==> src/rtl/fwa_pkg.sv <==
// Shared types, constants and coefficient tables of the frame window block.
package fwa_pkg;

    localparam int SAMPLE_W   = 16;
    localparam int COEF_W     = 16;
    localparam int KIND_W     = 2;
    localparam int LEN_W      = 13;
    localparam int POS_W      = 12;
    localparam int MAX_FRAME  = 4096;
    localparam int TURN_W     = 24;
    localparam int DIV_N_W    = 36;
    localparam int DIV_D_W    = 12;
    localparam int DIV_CNT_W  = 6;
    localparam int DIV_STEPS  = 36;
    localparam int TAYLOR_N   = 6;
    localparam int FIFO_DEPTH = 2;

    // Register indexes of the configuration port.
    localparam logic CFG_WINDOW_KIND  = 1'b0;
    localparam logic CFG_FRAME_LENGTH = 1'b1;

    // Window kinds; both codes with the upper bit set select Blackman.
    localparam logic [KIND_W-1:0] KIND_HANN    = 2'd0;
    localparam logic [KIND_W-1:0] KIND_HAMMING = 2'd1;

    // Pi and one in Q30.
    localparam logic [31:0] PI_Q30  = 32'd3373259426;
    localparam logic [30:0] Q30_ONE = 31'h4000_0000;

    // One accepted sample with its frame position, as queued for the back end.
    typedef struct packed {
        logic signed [SAMPLE_W-1:0] sample;
        logic [POS_W-1:0]           pos;
        logic [POS_W-1:0]           span;
        logic [KIND_W-1:0]          kind;
        logic                       last;
    } fwa_item_t;

    // Request to the phase divider.
    typedef struct packed {
        logic               start;
        logic [DIV_N_W-1:0] dividend;
        logic [DIV_D_W-1:0] divisor;
    } fwa_div_req_t;

    typedef enum logic [3:0] {
        ST_IDLE,
        ST_PHASE,
        ST_TURN,
        ST_MUL_X,
        ST_MUL_X2,
        ST_TAYLOR_INIT,
        ST_MUL_F,
        ST_RECIP_MUL,
        ST_RECIP_FIN,
        ST_MUL_FIN,
        ST_COS,
        ST_MUL_W,
        ST_ACC,
        ST_COEF,
        ST_MUL_S,
        ST_OUT
    } fwa_state_t;

    // Division by the Taylor divisors (2k-1)*2k, k from seven down to two, is
    // a multiply by 2^(32+s)/divisor rounded up, then a shift right by 32+s.
    // The reciprocal always has bit 32 set; this table holds its low 32 bits.
    // The result is exact for every 32-bit dividend.
    function automatic logic [31:0] taylor_recip(input logic [2:0] idx);
        logic [31:0] m;
        case (idx)
            3'd0:    m = 32'd1746305385;
            3'd1:    m = 32'd4034666248;
            3'd2:    m = 32'd1813430637;
            3'd3:    m = 32'd613566757;
            3'd4:    m = 32'd286331154;
            default: m = 32'd1431655766;
        endcase
        return m;
    endfunction

    // Extra shift s that goes with each reciprocal.
    function automatic logic [3:0] taylor_shift(input logic [2:0] idx);
        logic [3:0] s;
        case (idx)
            3'd0:    s = 4'd8;
            3'd1:    s = 4'd8;
            3'd2:    s = 4'd7;
            3'd3:    s = 4'd6;
            3'd4:    s = 4'd5;
            default: s = 4'd4;
        endcase
        return s;
    endfunction

    // Constant term of the window, Q30.
    function automatic logic [29:0] win_a(input logic [KIND_W-1:0] kind);
        logic [29:0] v;
        case (kind)
            KIND_HANN:    v = 30'd536870912;
            KIND_HAMMING: v = 30'd579820585;
            default:      v = 30'd450971566;
        endcase
        return v;
    endfunction

    // Weight of the first cosine, Q30.
    function automatic logic [29:0] win_b(input logic [KIND_W-1:0] kind);
        logic [29:0] v;
        case (kind)
            KIND_HAMMING: v = 30'd493921239;
            default:      v = 30'd536870912;
        endcase
        return v;
    endfunction

    // Weight of the second cosine, Q30; only Blackman uses it.
    function automatic logic [29:0] win_c(input logic [KIND_W-1:0] kind);
        logic [29:0] v;
        case (kind) inside
            KIND_HANN, KIND_HAMMING: v = 30'd0;
            default:                 v = 30'd85899346;
        endcase
        return v;
    endfunction

endpackage

==> src/rtl/frame_window_apply_core.sv <==
// Top level of the frame window block: front end, queue and back end.
//
// Each 16-bit signed sample is multiplied by a Hann, Hamming or Blackman
// coefficient for its position in the frame, at phase position/(length-1),
// and returned with the Q1.15 coefficient used and a flag on the last sample
// of the frame. One sample is worked at a time. The time a sample takes is
// set by the one-bit-per-cycle phase divider, which is skipped for a frame
// length of one, by the cosine series on one shared multiplier, of which
// Blackman needs two cosines, and by any wait for the output register. Two
// further samples can wait in the queue, and a finished word waits in the
// output register without stopping the next sample.
// Configuration is to be written while no sample is in flight; the block
// itself does not enforce this.
module frame_window_apply_core (
    input  logic                          aclk,
    input  logic                          aresetn,
    input  logic                          cfg_wr_en,
    input  logic                          cfg_addr,
    input  logic [fwa_pkg::LEN_W-1:0]     cfg_wr_data,
    input  logic                          s_tvalid,
    output logic                          s_tready,
    input  logic [15:0]                   s_tdata,   // [15:0] sample_in
    output logic                          m_tvalid,
    input  logic                          m_tready,
    output logic [31:0]                   m_tdata,   // [15:0] sample_out, [31:16] coefficient
    output logic                          m_tlast    // frame_last
);
    import fwa_pkg::*;

    fwa_item_t push_item;
    fwa_item_t pop_item;
    logic      push;
    logic      pop;
    logic      queue_full;
    logic      queue_empty;

    fwa_front u_front (
        .aclk        (aclk),
        .aresetn     (aresetn),
        .cfg_wr_en   (cfg_wr_en),
        .cfg_addr    (cfg_addr),
        .cfg_wr_data (cfg_wr_data),
        .s_tvalid    (s_tvalid),
        .s_tready    (s_tready),
        .s_tdata     (s_tdata),
        .push        (push),
        .push_item   (push_item),
        .queue_full  (queue_full)
    );

    fwa_fifo u_fifo (
        .aclk      (aclk),
        .aresetn   (aresetn),
        .push      (push),
        .push_item (push_item),
        .pop       (pop),
        .pop_item  (pop_item),
        .full      (queue_full),
        .empty     (queue_empty)
    );

    fwa_back u_back (
        .aclk        (aclk),
        .aresetn     (aresetn),
        .pop_item    (pop_item),
        .queue_empty (queue_empty),
        .pop         (pop),
        .m_tvalid    (m_tvalid),
        .m_tready    (m_tready),
        .m_tdata     (m_tdata),
        .m_tlast     (m_tlast)
    );

endmodule

==> src/rtl/fwa_div.sv <==
// Restoring divider, one quotient bit per cycle, for the frame phase of the back end.
module fwa_div (
    input  logic                          aclk,
    input  logic                          aresetn,
    input  fwa_pkg::fwa_div_req_t         req,
    output logic [fwa_pkg::DIV_N_W-1:0]   quotient,
    output logic                          done
);
    import fwa_pkg::*;

    logic [DIV_N_W-1:0]   work_reg, work_next;
    logic [DIV_D_W-1:0]   rem_reg, rem_next;
    logic [DIV_D_W-1:0]   divisor_reg, divisor_next;
    logic [DIV_CNT_W-1:0] cnt_reg, cnt_next;
    logic                 busy_reg, busy_next;
    logic                 done_reg, done_next;
    logic [DIV_D_W:0]     shifted;
    logic [DIV_D_W:0]     diff;
    logic                 ge;

    // One restoring step: bring down the next dividend bit and try to subtract.
    assign shifted = {rem_reg, work_reg[DIV_N_W-1]};
    assign ge      = shifted >= {1'b0, divisor_reg};
    assign diff    = shifted - {1'b0, divisor_reg};

    always_comb begin
        work_next    = work_reg;
        rem_next     = rem_reg;
        divisor_next = divisor_reg;
        cnt_next     = cnt_reg;
        busy_next    = busy_reg;
        done_next    = 1'b0;
        if (req.start) begin
            work_next    = req.dividend;
            rem_next     = '0;
            divisor_next = req.divisor;
            cnt_next     = '0;
            busy_next    = 1'b1;
        end else if (busy_reg) begin
            work_next = {work_reg[DIV_N_W-2:0], ge};
            rem_next  = ge ? diff[DIV_D_W-1:0] : shifted[DIV_D_W-1:0];
            cnt_next  = cnt_reg + 1'b1;
            if (cnt_reg == DIV_CNT_W'(DIV_STEPS - 1)) begin
                busy_next = 1'b0;
                done_next = 1'b1;
            end
        end
    end

    // Control state.
    always_ff @(posedge aclk) begin
        if (!aresetn) begin
            busy_reg <= 1'b0;
            done_reg <= 1'b0;
            cnt_reg  <= '0;
        end else begin
            busy_reg <= busy_next;
            done_reg <= done_next;
            cnt_reg  <= cnt_next;
        end
    end

    // Datapath registers.
    always_ff @(posedge aclk) begin
        work_reg    <= work_next;
        rem_reg     <= rem_next;
        divisor_reg <= divisor_next;
    end

    assign quotient = work_reg;
    assign done     = done_reg;

`ifndef SYNTHESIS
    // The partial remainder always stays below the divisor.
    a_rem_below_divisor: assert property (@(posedge aclk) disable iff (!aresetn)
        busy_reg |-> (rem_reg < divisor_reg))
        else $error("divider remainder reached the divisor");

    // Completion is flagged only once the unit has gone idle.
    a_done_idle: assert property (@(posedge aclk) disable iff (!aresetn)
        done_reg |-> !busy_reg)
        else $error("divider done while still busy");
`endif

endmodule

==> src/rtl/fwa_fifo.sv <==
// Two-entry queue between the front end and the back end.
module fwa_fifo (
    input  logic               aclk,
    input  logic               aresetn,
    input  logic               push,
    input  fwa_pkg::fwa_item_t push_item,
    input  logic               pop,
    output fwa_pkg::fwa_item_t pop_item,
    output logic               full,
    output logic               empty
);
    import fwa_pkg::*;

    fwa_item_t  mem_reg [FIFO_DEPTH];
    logic       wr_ptr_reg, wr_ptr_next;
    logic       rd_ptr_reg, rd_ptr_next;
    logic [1:0] count_reg, count_next;

    assign full     = count_reg == 2'(FIFO_DEPTH);
    assign empty    = count_reg == 2'd0;
    assign pop_item = mem_reg[rd_ptr_reg];

    // Pointer and fill level update.
    always_comb begin
        wr_ptr_next = push ? ~wr_ptr_reg : wr_ptr_reg;
        rd_ptr_next = pop ? ~rd_ptr_reg : rd_ptr_reg;
        count_next  = count_reg;
        if (push && !pop) begin
            count_next = count_reg + 2'd1;
        end else if (pop && !push) begin
            count_next = count_reg - 2'd1;
        end
    end

    always_ff @(posedge aclk) begin
        if (!aresetn) begin
            wr_ptr_reg <= 1'b0;
            rd_ptr_reg <= 1'b0;
            count_reg  <= '0;
        end else begin
            wr_ptr_reg <= wr_ptr_next;
            rd_ptr_reg <= rd_ptr_next;
            count_reg  <= count_next;
        end
    end

    // Entry storage.
    always_ff @(posedge aclk) begin
        if (push) begin
            mem_reg[wr_ptr_reg] <= push_item;
        end
    end

`ifndef SYNTHESIS
    // The front end must hold off while the queue is full.
    a_no_overflow: assert property (@(posedge aclk) disable iff (!aresetn)
        !(push && full))
        else $error("push into a full queue");

    // The back end must only take entries that exist.
    a_no_underflow: assert property (@(posedge aclk) disable iff (!aresetn)
        !(pop && empty))
        else $error("pop from an empty queue");
`endif

endmodule

==> src/rtl/fwa_front.sv <==
// Front end: configuration registers, frame position tracking and sample intake.
module fwa_front (
    input  logic                              aclk,
    input  logic                              aresetn,
    input  logic                              cfg_wr_en,
    input  logic                              cfg_addr,
    input  logic [fwa_pkg::LEN_W-1:0]         cfg_wr_data,
    input  logic                              s_tvalid,
    output logic                              s_tready,
    input  logic [fwa_pkg::SAMPLE_W-1:0]      s_tdata,
    output logic                              push,
    output fwa_pkg::fwa_item_t                push_item,
    input  logic                              queue_full
);
    import fwa_pkg::*;

    logic [KIND_W-1:0] kind_reg, kind_next;
    logic [LEN_W-1:0]  length_reg, length_next;
    logic [POS_W-1:0]  position_reg, position_next;
    logic [LEN_W-1:0]  len_eff;
    logic [POS_W-1:0]  span;
    logic              last;

    // Configuration writes.
    always_comb begin
        kind_next   = kind_reg;
        length_next = length_reg;
        if (cfg_wr_en) begin
            case (cfg_addr)
                CFG_WINDOW_KIND:  kind_next   = cfg_wr_data[KIND_W-1:0];
                default:          length_next = cfg_wr_data;
            endcase
        end
    end

    // Effective frame length: zero acts as one, long frames are capped.
    always_comb begin
        if (length_reg == '0) begin
            len_eff = LEN_W'(1);
        end else if (length_reg > LEN_W'(MAX_FRAME)) begin
            len_eff = LEN_W'(MAX_FRAME);
        end else begin
            len_eff = length_reg;
        end
        span = POS_W'(len_eff - LEN_W'(1));
        last = position_reg >= span;
    end

    assign s_tready = !queue_full;
    assign push     = s_tvalid && s_tready;

    // Queue entry for the back end.
    always_comb begin
        push_item.sample = s_tdata;
        push_item.pos    = last ? span : position_reg;
        push_item.span   = span;
        push_item.kind   = kind_reg;
        push_item.last   = last;
    end

    assign position_next = !push ? position_reg :
                           (last ? '0 : position_reg + POS_W'(1));

    always_ff @(posedge aclk) begin
        if (!aresetn) begin
            kind_reg     <= KIND_HANN;
            length_reg   <= LEN_W'(1024);
            position_reg <= '0;
        end else begin
            kind_reg     <= kind_next;
            length_reg   <= length_next;
            position_reg <= position_next;
        end
    end

endmodule

==> src/rtl/fwa_back.sv <==
// Back end: phase division, cosine series, window sum and sample scaling.
module fwa_back (
    input  logic                           aclk,
    input  logic                           aresetn,
    input  fwa_pkg::fwa_item_t             pop_item,
    input  logic                           queue_empty,
    output logic                           pop,
    output logic                           m_tvalid,
    input  logic                           m_tready,
    output logic [31:0]                    m_tdata,
    output logic                           m_tlast
);
    import fwa_pkg::*;

    fwa_state_t           state_reg, state_next;
    logic signed [15:0]   sample_reg, sample_next;
    logic [KIND_W-1:0]    kind_reg, kind_next;
    logic                 last_reg, last_next;
    logic [TURN_W:0]      t_reg, t_next;
    logic                 pass_reg, pass_next;
    logic [22:0]          r_reg, r_next;
    logic                 neg_reg, neg_next;
    logic [31:0]          x2_reg, x2_next;
    logic [30:0]          f_reg, f_next;
    logic [2:0]           k_reg, k_next;
    logic [31:0]          num_reg, num_next;
    logic signed [31:0]   cos_reg, cos_next;
    logic signed [63:0]   acc_reg, acc_next;
    logic [COEF_W-1:0]    coef_reg, coef_next;
    logic signed [65:0]   mul_p_reg;
    logic signed [32:0]   mul_a, mul_b;
    logic                 out_valid_reg, out_valid_next;
    logic [31:0]          out_data_reg, out_data_next;
    logic                 out_last_reg, out_last_next;

    fwa_div_req_t         div_req;
    logic [DIV_N_W-1:0]   div_quot;
    logic                 div_done;

    logic [TURN_W-1:0]    u;
    logic [31:0]          half;
    logic [31:0]          c32;
    logic [64:0]          recip_sum;
    logic [32:0]          recip_quot;
    logic [63:0]          w_pos;
    logic [63:0]          w_sum;
    logic [18:0]          coef_wide;
    logic signed [33:0]   v;
    logic signed [18:0]   y_wide;
    logic [15:0]          y;
    logic                 out_free;

    fwa_div u_div (
        .aclk     (aclk),
        .aresetn  (aresetn),
        .req      (div_req),
        .quotient (div_quot),
        .done     (div_done)
    );

    // Shared signed multiplier, product registered.
    always_ff @(posedge aclk) begin
        mul_p_reg <= mul_a * mul_b;
    end

    // Helper terms of the datapath.
    always_comb begin
        u          = pass_reg ? {t_reg[TURN_W-2:0], 1'b0} : t_reg[TURN_W-1:0];
        half       = {1'b0, mul_p_reg[61:31]};
        c32        = {1'b0, Q30_ONE} - half;
        // The reciprocal's implied bit 32 adds the dividend shifted up by 32.
        recip_sum  = {1'b0, num_reg, 32'd0} + {1'b0, mul_p_reg[63:0]};
        recip_quot = recip_sum[64:32] >> taylor_shift(k_reg);
        w_pos      = acc_reg[63] ? 64'd0 : acc_reg;
        w_sum      = w_pos + (64'd1 << 44);
        coef_wide  = w_sum[63:45];
        v          = mul_p_reg[33:0] + 34'sd16384;
        y_wide     = v[33:15];
        if (y_wide > 19'sd32767) begin
            y = 16'h7FFF;
        end else if (y_wide < -19'sd32768) begin
            y = 16'h8000;
        end else begin
            y = y_wide[15:0];
        end
        out_free = !out_valid_reg || m_tready;
    end

    // Sequencer: next state, operand selection and register updates.
    always_comb begin
        state_next     = state_reg;
        sample_next    = sample_reg;
        kind_next      = kind_reg;
        last_next      = last_reg;
        t_next         = t_reg;
        pass_next      = pass_reg;
        r_next         = r_reg;
        neg_next       = neg_reg;
        x2_next        = x2_reg;
        f_next         = f_reg;
        k_next         = k_reg;
        num_next       = num_reg;
        cos_next       = cos_reg;
        acc_next       = acc_reg;
        coef_next      = coef_reg;
        out_data_next  = out_data_reg;
        out_last_next  = out_last_reg;
        out_valid_next = out_valid_reg && !m_tready;
        pop            = 1'b0;
        mul_a          = '0;
        mul_b          = '0;
        div_req        = '0;
        unique case (state_reg)
            ST_IDLE: begin
                if (!queue_empty) begin
                    pop         = 1'b1;
                    sample_next = pop_item.sample;
                    kind_next   = pop_item.kind;
                    last_next   = pop_item.last;
                    pass_next   = 1'b0;
                    if (pop_item.span == '0) begin
                        t_next     = '0;
                        state_next = ST_TURN;
                    end else begin
                        div_req.start    = 1'b1;
                        div_req.dividend = {pop_item.pos, {TURN_W{1'b0}}};
                        div_req.divisor  = pop_item.span;
                        state_next       = ST_PHASE;
                    end
                end
            end
            ST_PHASE: begin
                if (div_done) begin
                    t_next     = div_quot[TURN_W:0];
                    state_next = ST_TURN;
                end
            end
            ST_TURN: begin
                // Fold the turn into a quarter and note the sign of the cosine.
                r_next     = u[22] ? (23'h40_0000 - {1'b0, u[21:0]}) : {1'b0, u[21:0]};
                neg_next   = u[23] ^ u[22];
                state_next = ST_MUL_X;
            end
            ST_MUL_X: begin
                mul_a      = {10'd0, r_reg};
                mul_b      = {1'b0, PI_Q30};
                state_next = ST_MUL_X2;
            end
            ST_MUL_X2: begin
                mul_a      = {2'd0, mul_p_reg[53:23]};
                mul_b      = {2'd0, mul_p_reg[53:23]};
                state_next = ST_TAYLOR_INIT;
            end
            ST_TAYLOR_INIT: begin
                x2_next    = mul_p_reg[61:30];
                f_next     = Q30_ONE;
                k_next     = '0;
                state_next = ST_MUL_F;
            end
            ST_MUL_F: begin
                mul_a      = {1'b0, x2_reg};
                mul_b      = {2'd0, f_reg};
                state_next = ST_RECIP_MUL;
            end
            ST_RECIP_MUL: begin
                // Divide the series term by multiplying with the scaled reciprocal.
                num_next   = mul_p_reg[61:30];
                mul_a      = {1'b0, mul_p_reg[61:30]};
                mul_b      = {1'b0, taylor_recip(k_reg)};
                state_next = ST_RECIP_FIN;
            end
            ST_RECIP_FIN: begin
                f_next = Q30_ONE - recip_quot[30:0];
                if (k_reg == 3'(TAYLOR_N - 1)) begin
                    state_next = ST_MUL_FIN;
                end else begin
                    k_next     = k_reg + 3'd1;
                    state_next = ST_MUL_F;
                end
            end
            ST_MUL_FIN: begin
                mul_a      = {1'b0, x2_reg};
                mul_b      = {2'd0, f_reg};
                state_next = ST_COS;
            end
            ST_COS: begin
                cos_next   = neg_reg ? -$signed(c32) : $signed(c32);
                state_next = ST_MUL_W;
            end
            ST_MUL_W: begin
                mul_a      = pass_reg ? {3'd0, win_c(kind_reg)} : {3'd0, win_b(kind_reg)};
                mul_b      = {cos_reg[31], cos_reg};
                state_next = ST_ACC;
            end
            ST_ACC: begin
                // First pass subtracts the first cosine, second adds the double-angle one.
                if (!pass_reg) begin
                    acc_next = $signed({4'd0, win_a(kind_reg), 30'd0}) - mul_p_reg[63:0];
                end else begin
                    acc_next = acc_reg + mul_p_reg[63:0];
                end
                if (!pass_reg && kind_reg[1]) begin
                    pass_next  = 1'b1;
                    state_next = ST_TURN;
                end else begin
                    state_next = ST_COEF;
                end
            end
            ST_COEF: begin
                coef_next  = (coef_wide > 19'd32768) ? 16'h8000 : coef_wide[15:0];
                state_next = ST_MUL_S;
            end
            ST_MUL_S: begin
                mul_a      = {{17{sample_reg[15]}}, sample_reg};
                mul_b      = {17'd0, coef_reg};
                state_next = ST_OUT;
            end
            ST_OUT: begin
                // Keep the scaled sample in the product register while waiting.
                mul_a = {{17{sample_reg[15]}}, sample_reg};
                mul_b = {17'd0, coef_reg};
                if (out_free) begin
                    out_valid_next = 1'b1;
                    out_data_next  = {coef_reg, y};
                    out_last_next  = last_reg;
                    state_next     = ST_IDLE;
                end
            end
            default: state_next = ST_IDLE;
        endcase
    end

    // Control state.
    always_ff @(posedge aclk) begin
        if (!aresetn) begin
            state_reg     <= ST_IDLE;
            out_valid_reg <= 1'b0;
        end else begin
            state_reg     <= state_next;
            out_valid_reg <= out_valid_next;
        end
    end

    // Datapath registers.
    always_ff @(posedge aclk) begin
        sample_reg   <= sample_next;
        kind_reg     <= kind_next;
        last_reg     <= last_next;
        t_reg        <= t_next;
        pass_reg     <= pass_next;
        r_reg        <= r_next;
        neg_reg      <= neg_next;
        x2_reg       <= x2_next;
        f_reg        <= f_next;
        k_reg        <= k_next;
        num_reg      <= num_next;
        cos_reg      <= cos_next;
        acc_reg      <= acc_next;
        coef_reg     <= coef_next;
        out_data_reg <= out_data_next;
        out_last_reg <= out_last_next;
    end

    assign m_tvalid = out_valid_reg;
    assign m_tdata  = out_data_reg;
    assign m_tlast  = out_last_reg;

endmodule
==> config.mk <==
export PLATFORM = sky130hd
export DESIGN_NAME = frame_window_apply_core
export DESIGN_NICKNAME = d
export VERILOG_FILES = /design/src/rtl/fwa_pkg.sv /design/src/rtl/frame_window_apply_core.sv /design/src/rtl/fwa_div.sv /design/src/rtl/fwa_fifo.sv /design/src/rtl/fwa_front.sv /design/src/rtl/fwa_back.sv
export SDC_FILE = /design/constraint.sdc
export NUM_CORES = 2
export LEC_CHECK = 0
export BUFFER_PORTS_ARGS = -buffer_cell sky130_fd_sc_hd__buf_2
export CAP_MARGIN = 30
export CORE_MARGIN = 3
export CORE_UTILIZATION = 65
export CTS_CLUSTER_DIAMETER = 150
export DETAILED_ROUTE_END_ITERATION = 7
export HOLD_SLACK_MARGIN = 0.1
export PLACE_DENSITY = 0.83
export RECOVER_POWER = 25
export SKIP_LAST_GASP = 1
export SLEW_MARGIN = 20
export SYNTH_ARGS = -nofsm -noshare
export SYNTH_HDL_FRONTEND = slang
export SYNTH_SLANG_ARGS = --single-unit
==> constraint.sdc <==
create_clock -name aclk -period 23.7 [get_ports aclk]
set_input_delay 1.185 -clock aclk [delete_from_list [all_inputs] [get_ports aclk]]
set_output_delay 1.185 -clock aclk [all_outputs]
set_load 0.02 [all_outputs]
* Yosys cells after proc, flatten, opt, wreduce, memory -nomap -nowiden
Memories as Yosys holds them, arrays and structs flattened. A register that Yosys moved wholly into a read port is not among the register bits.
Cells that the tools add are included.
Widths: inputs -> output; s select.
** Cells by class
- Add/subtract/negate cells :: 16
- Multipliers :: 1
- Order comparisons :: 6
- Equality and inequality tests :: 29
- Shift-type cells :: 1
- Multiplexer cells :: 57
- Bitwise logic cells :: 8
- Reduce and logical (&&, ||, !) cells :: 38
** Operator list (number)
- $pmux 33 s6 :: 2
- $pmux 32 s5 :: 1
- $mux 49 :: 3
- $mux 30 :: 4
- $mux 24 :: 4
- $mux 36 :: 2
- $add 64x64->65 :: 1
- $add 64x45->64 const B :: 1
- $add 64x64->64 :: 1
- $mul 33x33->64 :: 1
- $mux 64 :: 1
- $pmux 4 s16 :: 1
- $sub 60x64->64 :: 1
- $mux 63 :: 1
- $pmux 31 s2 :: 1
- $mux 12 :: 5
- $pmux 30 s2 :: 1
- $pmux 24 s2 :: 1
- $gt 19x16->1 const B :: 2
- $add 34x15->34 const B :: 1
- $shr 33x4->31 :: 1
- $eq 4x4->1 const B :: 8
- $mux 32 :: 1
- $neg 32->32 :: 1
- other kinds (51) :: 110
** Storage, ports and cells
- Bits in registers :: 479
- Bits in writable memories :: 86
- Output and inout port bits :: 35
- Memories kept :: 1
** Memories
- u_fifo.mem_reg :: words 2, width 43, rd ports 1, clocked after Yosys merged registers in 1, write ports 1, line fwa_fifo.sv:14 : fwa_item_t mem_reg [FIFO_DEPTH];

* Depth between registers and ports, before layout
- Word-level depth :: 7
- Depth in mapped cells :: 41
- Mapped depth without buffers :: 37

* Hierarchy
From an unflattened synthesis, not the netlist that was laid out.
** Unflattened totals
- Cell total of the unflattened synthesis :: 7804
- Area, all modules :: 72219.3 um2
** By module, submodules not included
- fwa_back :: instances 1, cells an instance 7097, area an instance 63475.9 um2
- fwa_div :: instances 1, cells an instance 288, area an instance 3390.8 um2
- fwa_fifo :: instances 1, cells an instance 156, area an instance 3320.7 um2
- fwa_front :: instances 1, cells an instance 263, area an instance 2031.9 um2

* Least setup slack after synthesis
No wires, ideal clock.
- Path type :: register to register
- From :: register u_back.state_reg[0]
- To :: register u_back.mul_p_reg[63]
- Setup time :: 0.131 ns
- Arrival time :: 10.711 ns
- Data required time :: 23.569 ns
- Slack :: 12.858 ns
- Cell stages (with the launch flop) :: 36
- Path buffers :: 4
- Period minus slack after synthesis :: 10.842 ns
- Cell sequence :: dfxtp_1 -> clkbuf_1 -> nor2b_1 -> nand3_1 -> inv_1 -> clkbuf_1 -> buf_1 -> o21ai_0 -> nand3_1 -> clkbuf_1 -> nand2_1 -> fa_1 -> fa_1 -> inv_1 -> fa_1 -> inv_1 -> fa_1 -> inv_1 -> fa_1 -> fa_1 -> fa_1 -> inv_1 -> fa_1 -> inv_1 -> ha_1 -> inv_1 -> nor2_1 -> and3_1 -> a221o_1 -> a41oi_1 -> o41a_1 -> o2111ai_1 -> or3_1 -> a31oi_1 -> o311ai_0 -> xnor2_1
** On the way
- Longest elaborated chain between the ends :: 4
** RTL lines
- from (decl) :: line fwa_back.sv:15 : fwa_state_t state_reg, state_next;
- from (signal assigned) :: line fwa_back.sv:239 : state_reg <= state_next;
- $eq 4x4->1 / $eq 4x3->1 (equally long branches) :: line fwa_back.sv:113 : unique case (state_reg)
- $reduce_or 2->1 (no source line)
- $pmux 33 s6 :: line fwa_back.sv:113
- $mul 33x33->64 * :: line fwa_back.sv:63 : mul_p_reg <= mul_a * mul_b;
- to (signal assigned) :: line fwa_back.sv:63
- to (decl) :: line fwa_back.sv:30 : logic signed [65:0] mul_p_reg;
Every way passes the cells marked *; elsewhere a longest branch is shown, timed or not.
A chain may end at the register's enable or synchronous reset.

* Worst setup path in the final report
- From :: register u_back.state_reg[3]
- To :: register u_back.mul_p_reg[62]
The elaborated chain is that of the path after synthesis.

==> summary.txt <==
Status - finished with violations
Violated checks - design-rule violations, max-capacitance violations, max-slew violations
Ys async rst share - 0%
Port bufs - 69
Tightest Pin Transition - 3368 ps
Wire length per cell - 23.93 µm
Max FO, Critical Path - 33
Post-cts resize count - 0
Mapped Cells - 7856
Worst Path Class, Setup - reg -> reg
Final Max Tran Viols - 282
Worst-case vdd ir drop - 0.1415 mV
Layout cell share with drive strength beyond 1 - 5.482%
Core ar. - 109600 µm²
CP Launch Type - register
Register bit total from synthesis - 566
CP startpoint - u_back.state_reg[3]$_SDFFE_PN0P_
Ys flop type - edfxtp_1
Syn_area_per_cell - 9.201 µm²
DPL Wire Length - 168200 µm
Largest cells by area after synthesis - fa_1 (31%), edfxtp_1 (18%), inv_1 (7.2%)
Worst setup path end - u_back.mul_p_reg[62]$_DFF_P_
Power density cells - 70.49 nW/µm²
Max Cap Viol - 9
Flop2flop setup slack - 10060 ps
DR iter-0 viols - 7427
Met3 Routed Length - 30360 µm
Met2 wire length - 97140 µm
Routed via count - 58450
Row cnt - 121
Worst EP required - 24280 ps
Final net count - 9328
Final setup violating endpoints - 0
Crit path max-delay cell type - clkbuf_1
Top-area cell type share of the netlist area - 31.24%
Chip width - 339.5 µm
Synthesized area - 72280 µm²
Area growth from synthesis to layout - 5.863%
Max Used Layer - met5
H-tree levels - 2
Root buffer cell - clkbuf_16
Clk_skew - 81.56 ps
Num CTS Buffers - 58
Hold Vio Cnt, Final - 0
Hold crit path type - reg -> reg
Post-synth EDFFs - 445
I/O pin count - 70
Initial antenna violation count - 8
Vias in the first global route - 60240
Post-layout minimum cycle time - 13640 ps
Post-Place Worst Slack - 11310 ps
Routed Antenna Nets - 0
Clock Latency Late Sink - 710 ps
Setup TNS - 0 ps
Commonest non-fill, non-tap cell in the layout - inv_1
Largest net degree at the start of global routing - 80
First-pass GRT wire length - 345900 µm
PnR worst setup slack - 10060 ps
Setup Fix Bufs, Post-CTS - 0
Worst setup EP type - register
Die area - 115200 µm²
CTS tree - yes
FF-to-FF path depth - 36
Routability Congestion - 1.011
Die Height - 339.5 µm
Initial Util - 65.95%
Post-Route M1 WL - 77540 µm
Final wirelength - 223100 µm
Peak per-stage delay on the critical path - 1350 ps
Crit path DAT - 14220 ps
FF-to-FF Start - u_back.state_reg[3]$_SDFFE_PN0P_
Residual DRC - 27
Final period utilization - 57.57%
Syn. warnings - 0
Post-CTS Hold Buffers - 0
Lkg Pwr - 35.31 nW
Via density - 6.269
Slew HR - -124.5%
Total Power - 5.394 mW
RSZ-0062 raised after global routing - no
CP most frequent cell - fa_1
Clock-pin slew on the worst setup and hold paths - 70 ps
Tot GR Track Use - 39.09%
Synth area leader - fa_1
Register area share after synthesis - 21.84%
CTS Sinks - 566
Clock Path Buffers - 3
Most frequent cells in the layout - inv_1 (1386), fa_1 (1128), nand2_1 (859), nor2_1 (820), edfxtp_1 (445)
Largest register FFs - 86
Overflow after GRT - 0
First drt pass iteration count - 8
RR Endpoint - u_back.mul_p_reg[62]$_DFF_P_
Fmax - 0.07329 GHz
Synth unique cells - 105
==> per-layer routing <==
| metal | up-vias | global-route usage [%] |
|---|---|---|
| li1 | 25130 | - |
| met3 | 1058 | 12.60 |
| met5 | - | 0.5000 |
| met4 | 12 | 23.33 |
| met1 | 28330 | 49.16 |
| met2 | 3923 | 59.30 |
==> final cells by class <==
cell class              count  area, µm²
multi-input cells        5531      50050
well taps                1476       1847
clock buffers              65       1488
inverters                1391       5221
repair buffers            246       1529
clock inverters            45      590.6
diodes                      3      7.507
flip-flops and latches    566      15790
fillers                  8325      33090
==> Yosys cell counts, types with 40 or more instances <==
master,n
mux2i_1,68
nor3_1,78
o21ai_0,220
or3_1,49
a21oi_1,322
edfxtp_1,445
nor2_1,827
inv_1,1387
a211oi_1,43
fa_1,1128
nand2_1,861
and2_1,60
a31oi_1,41
and3_1,99
mux2_2,40
a21o_1,146
ha_1,371
clkbuf_1,351
dfxtp_1,121
xor2_1,116
nand2b_1,60
nand3_1,138
xnor2_1,225
nand4_1,53
==> power breakdown <==
part | total [mW] | internal (mW) | leakage [nW] | switching [mW]
registers | 1.41 | 1.32 | 5.06 | 0.0900
logic | 2.97 | 1.15 | 29.3 | 1.83
clock network | 1.01 | 0.561 | 0.972 | 0.447
==> cells by family after synthesis <==
group,Yosys count,share of synthesized area (%)
xor+xnor,341,4.132
fa+ha+maj,1500,37.68
buf+inv,1785,9.311
mux,112,1.689
simple gates,2406,14.98
flops,566,21.84
compound gates,1144,10.37
other cells,2,0.01039
==> through the flow <==
step,cells,cell area [µm²],hold WS (ps),util (%)
3_5_place_dp,9206,74600,414.8,68.06
2_1_floorplan,7882,72380,400.3,-
4_1_cts,9316,76680,443.6,69.95
3_3_place_gp,9197,74490,404.2,67.96
6_report,9323,76520,441.1,69.81
5_1_grt,9320,76510,465.4,69.81
==> how the worst min path moves through the flow <==
stage | cells after the start | startpoint | to | slack [ps]
after floorplan | 0 | u_back.last_reg$_DFFE_PP_ | u_back.m_tlast$_DFFE_PP_ | 400
after global placement | 0 | u_back.last_reg$_DFFE_PP_ | u_back.m_tlast$_DFFE_PP_ | 400
after detailed placement | 0 | u_back.last_reg$_DFFE_PP_ | u_back.m_tlast$_DFFE_PP_ | 410
after CTS | 0 | u_back.last_reg$_DFFE_PP_ | u_back.m_tlast$_DFFE_PP_ | 440
after global routing | 0 | u_back.last_reg$_DFFE_PP_ | u_back.m_tlast$_DFFE_PP_ | 470
final | 0 | u_back.last_reg$_DFFE_PP_ | u_back.m_tlast$_DFFE_PP_ | 440
==> critical path, delay by kind of cell (launching register included) <==
family,cells,cell delay (ps)
buf+inv,9,2640
compound gates,7,2570
fa+ha+maj,9,4380
flops,1,330
simple gates,11,3570
Power figures use the tool's default switching activity.
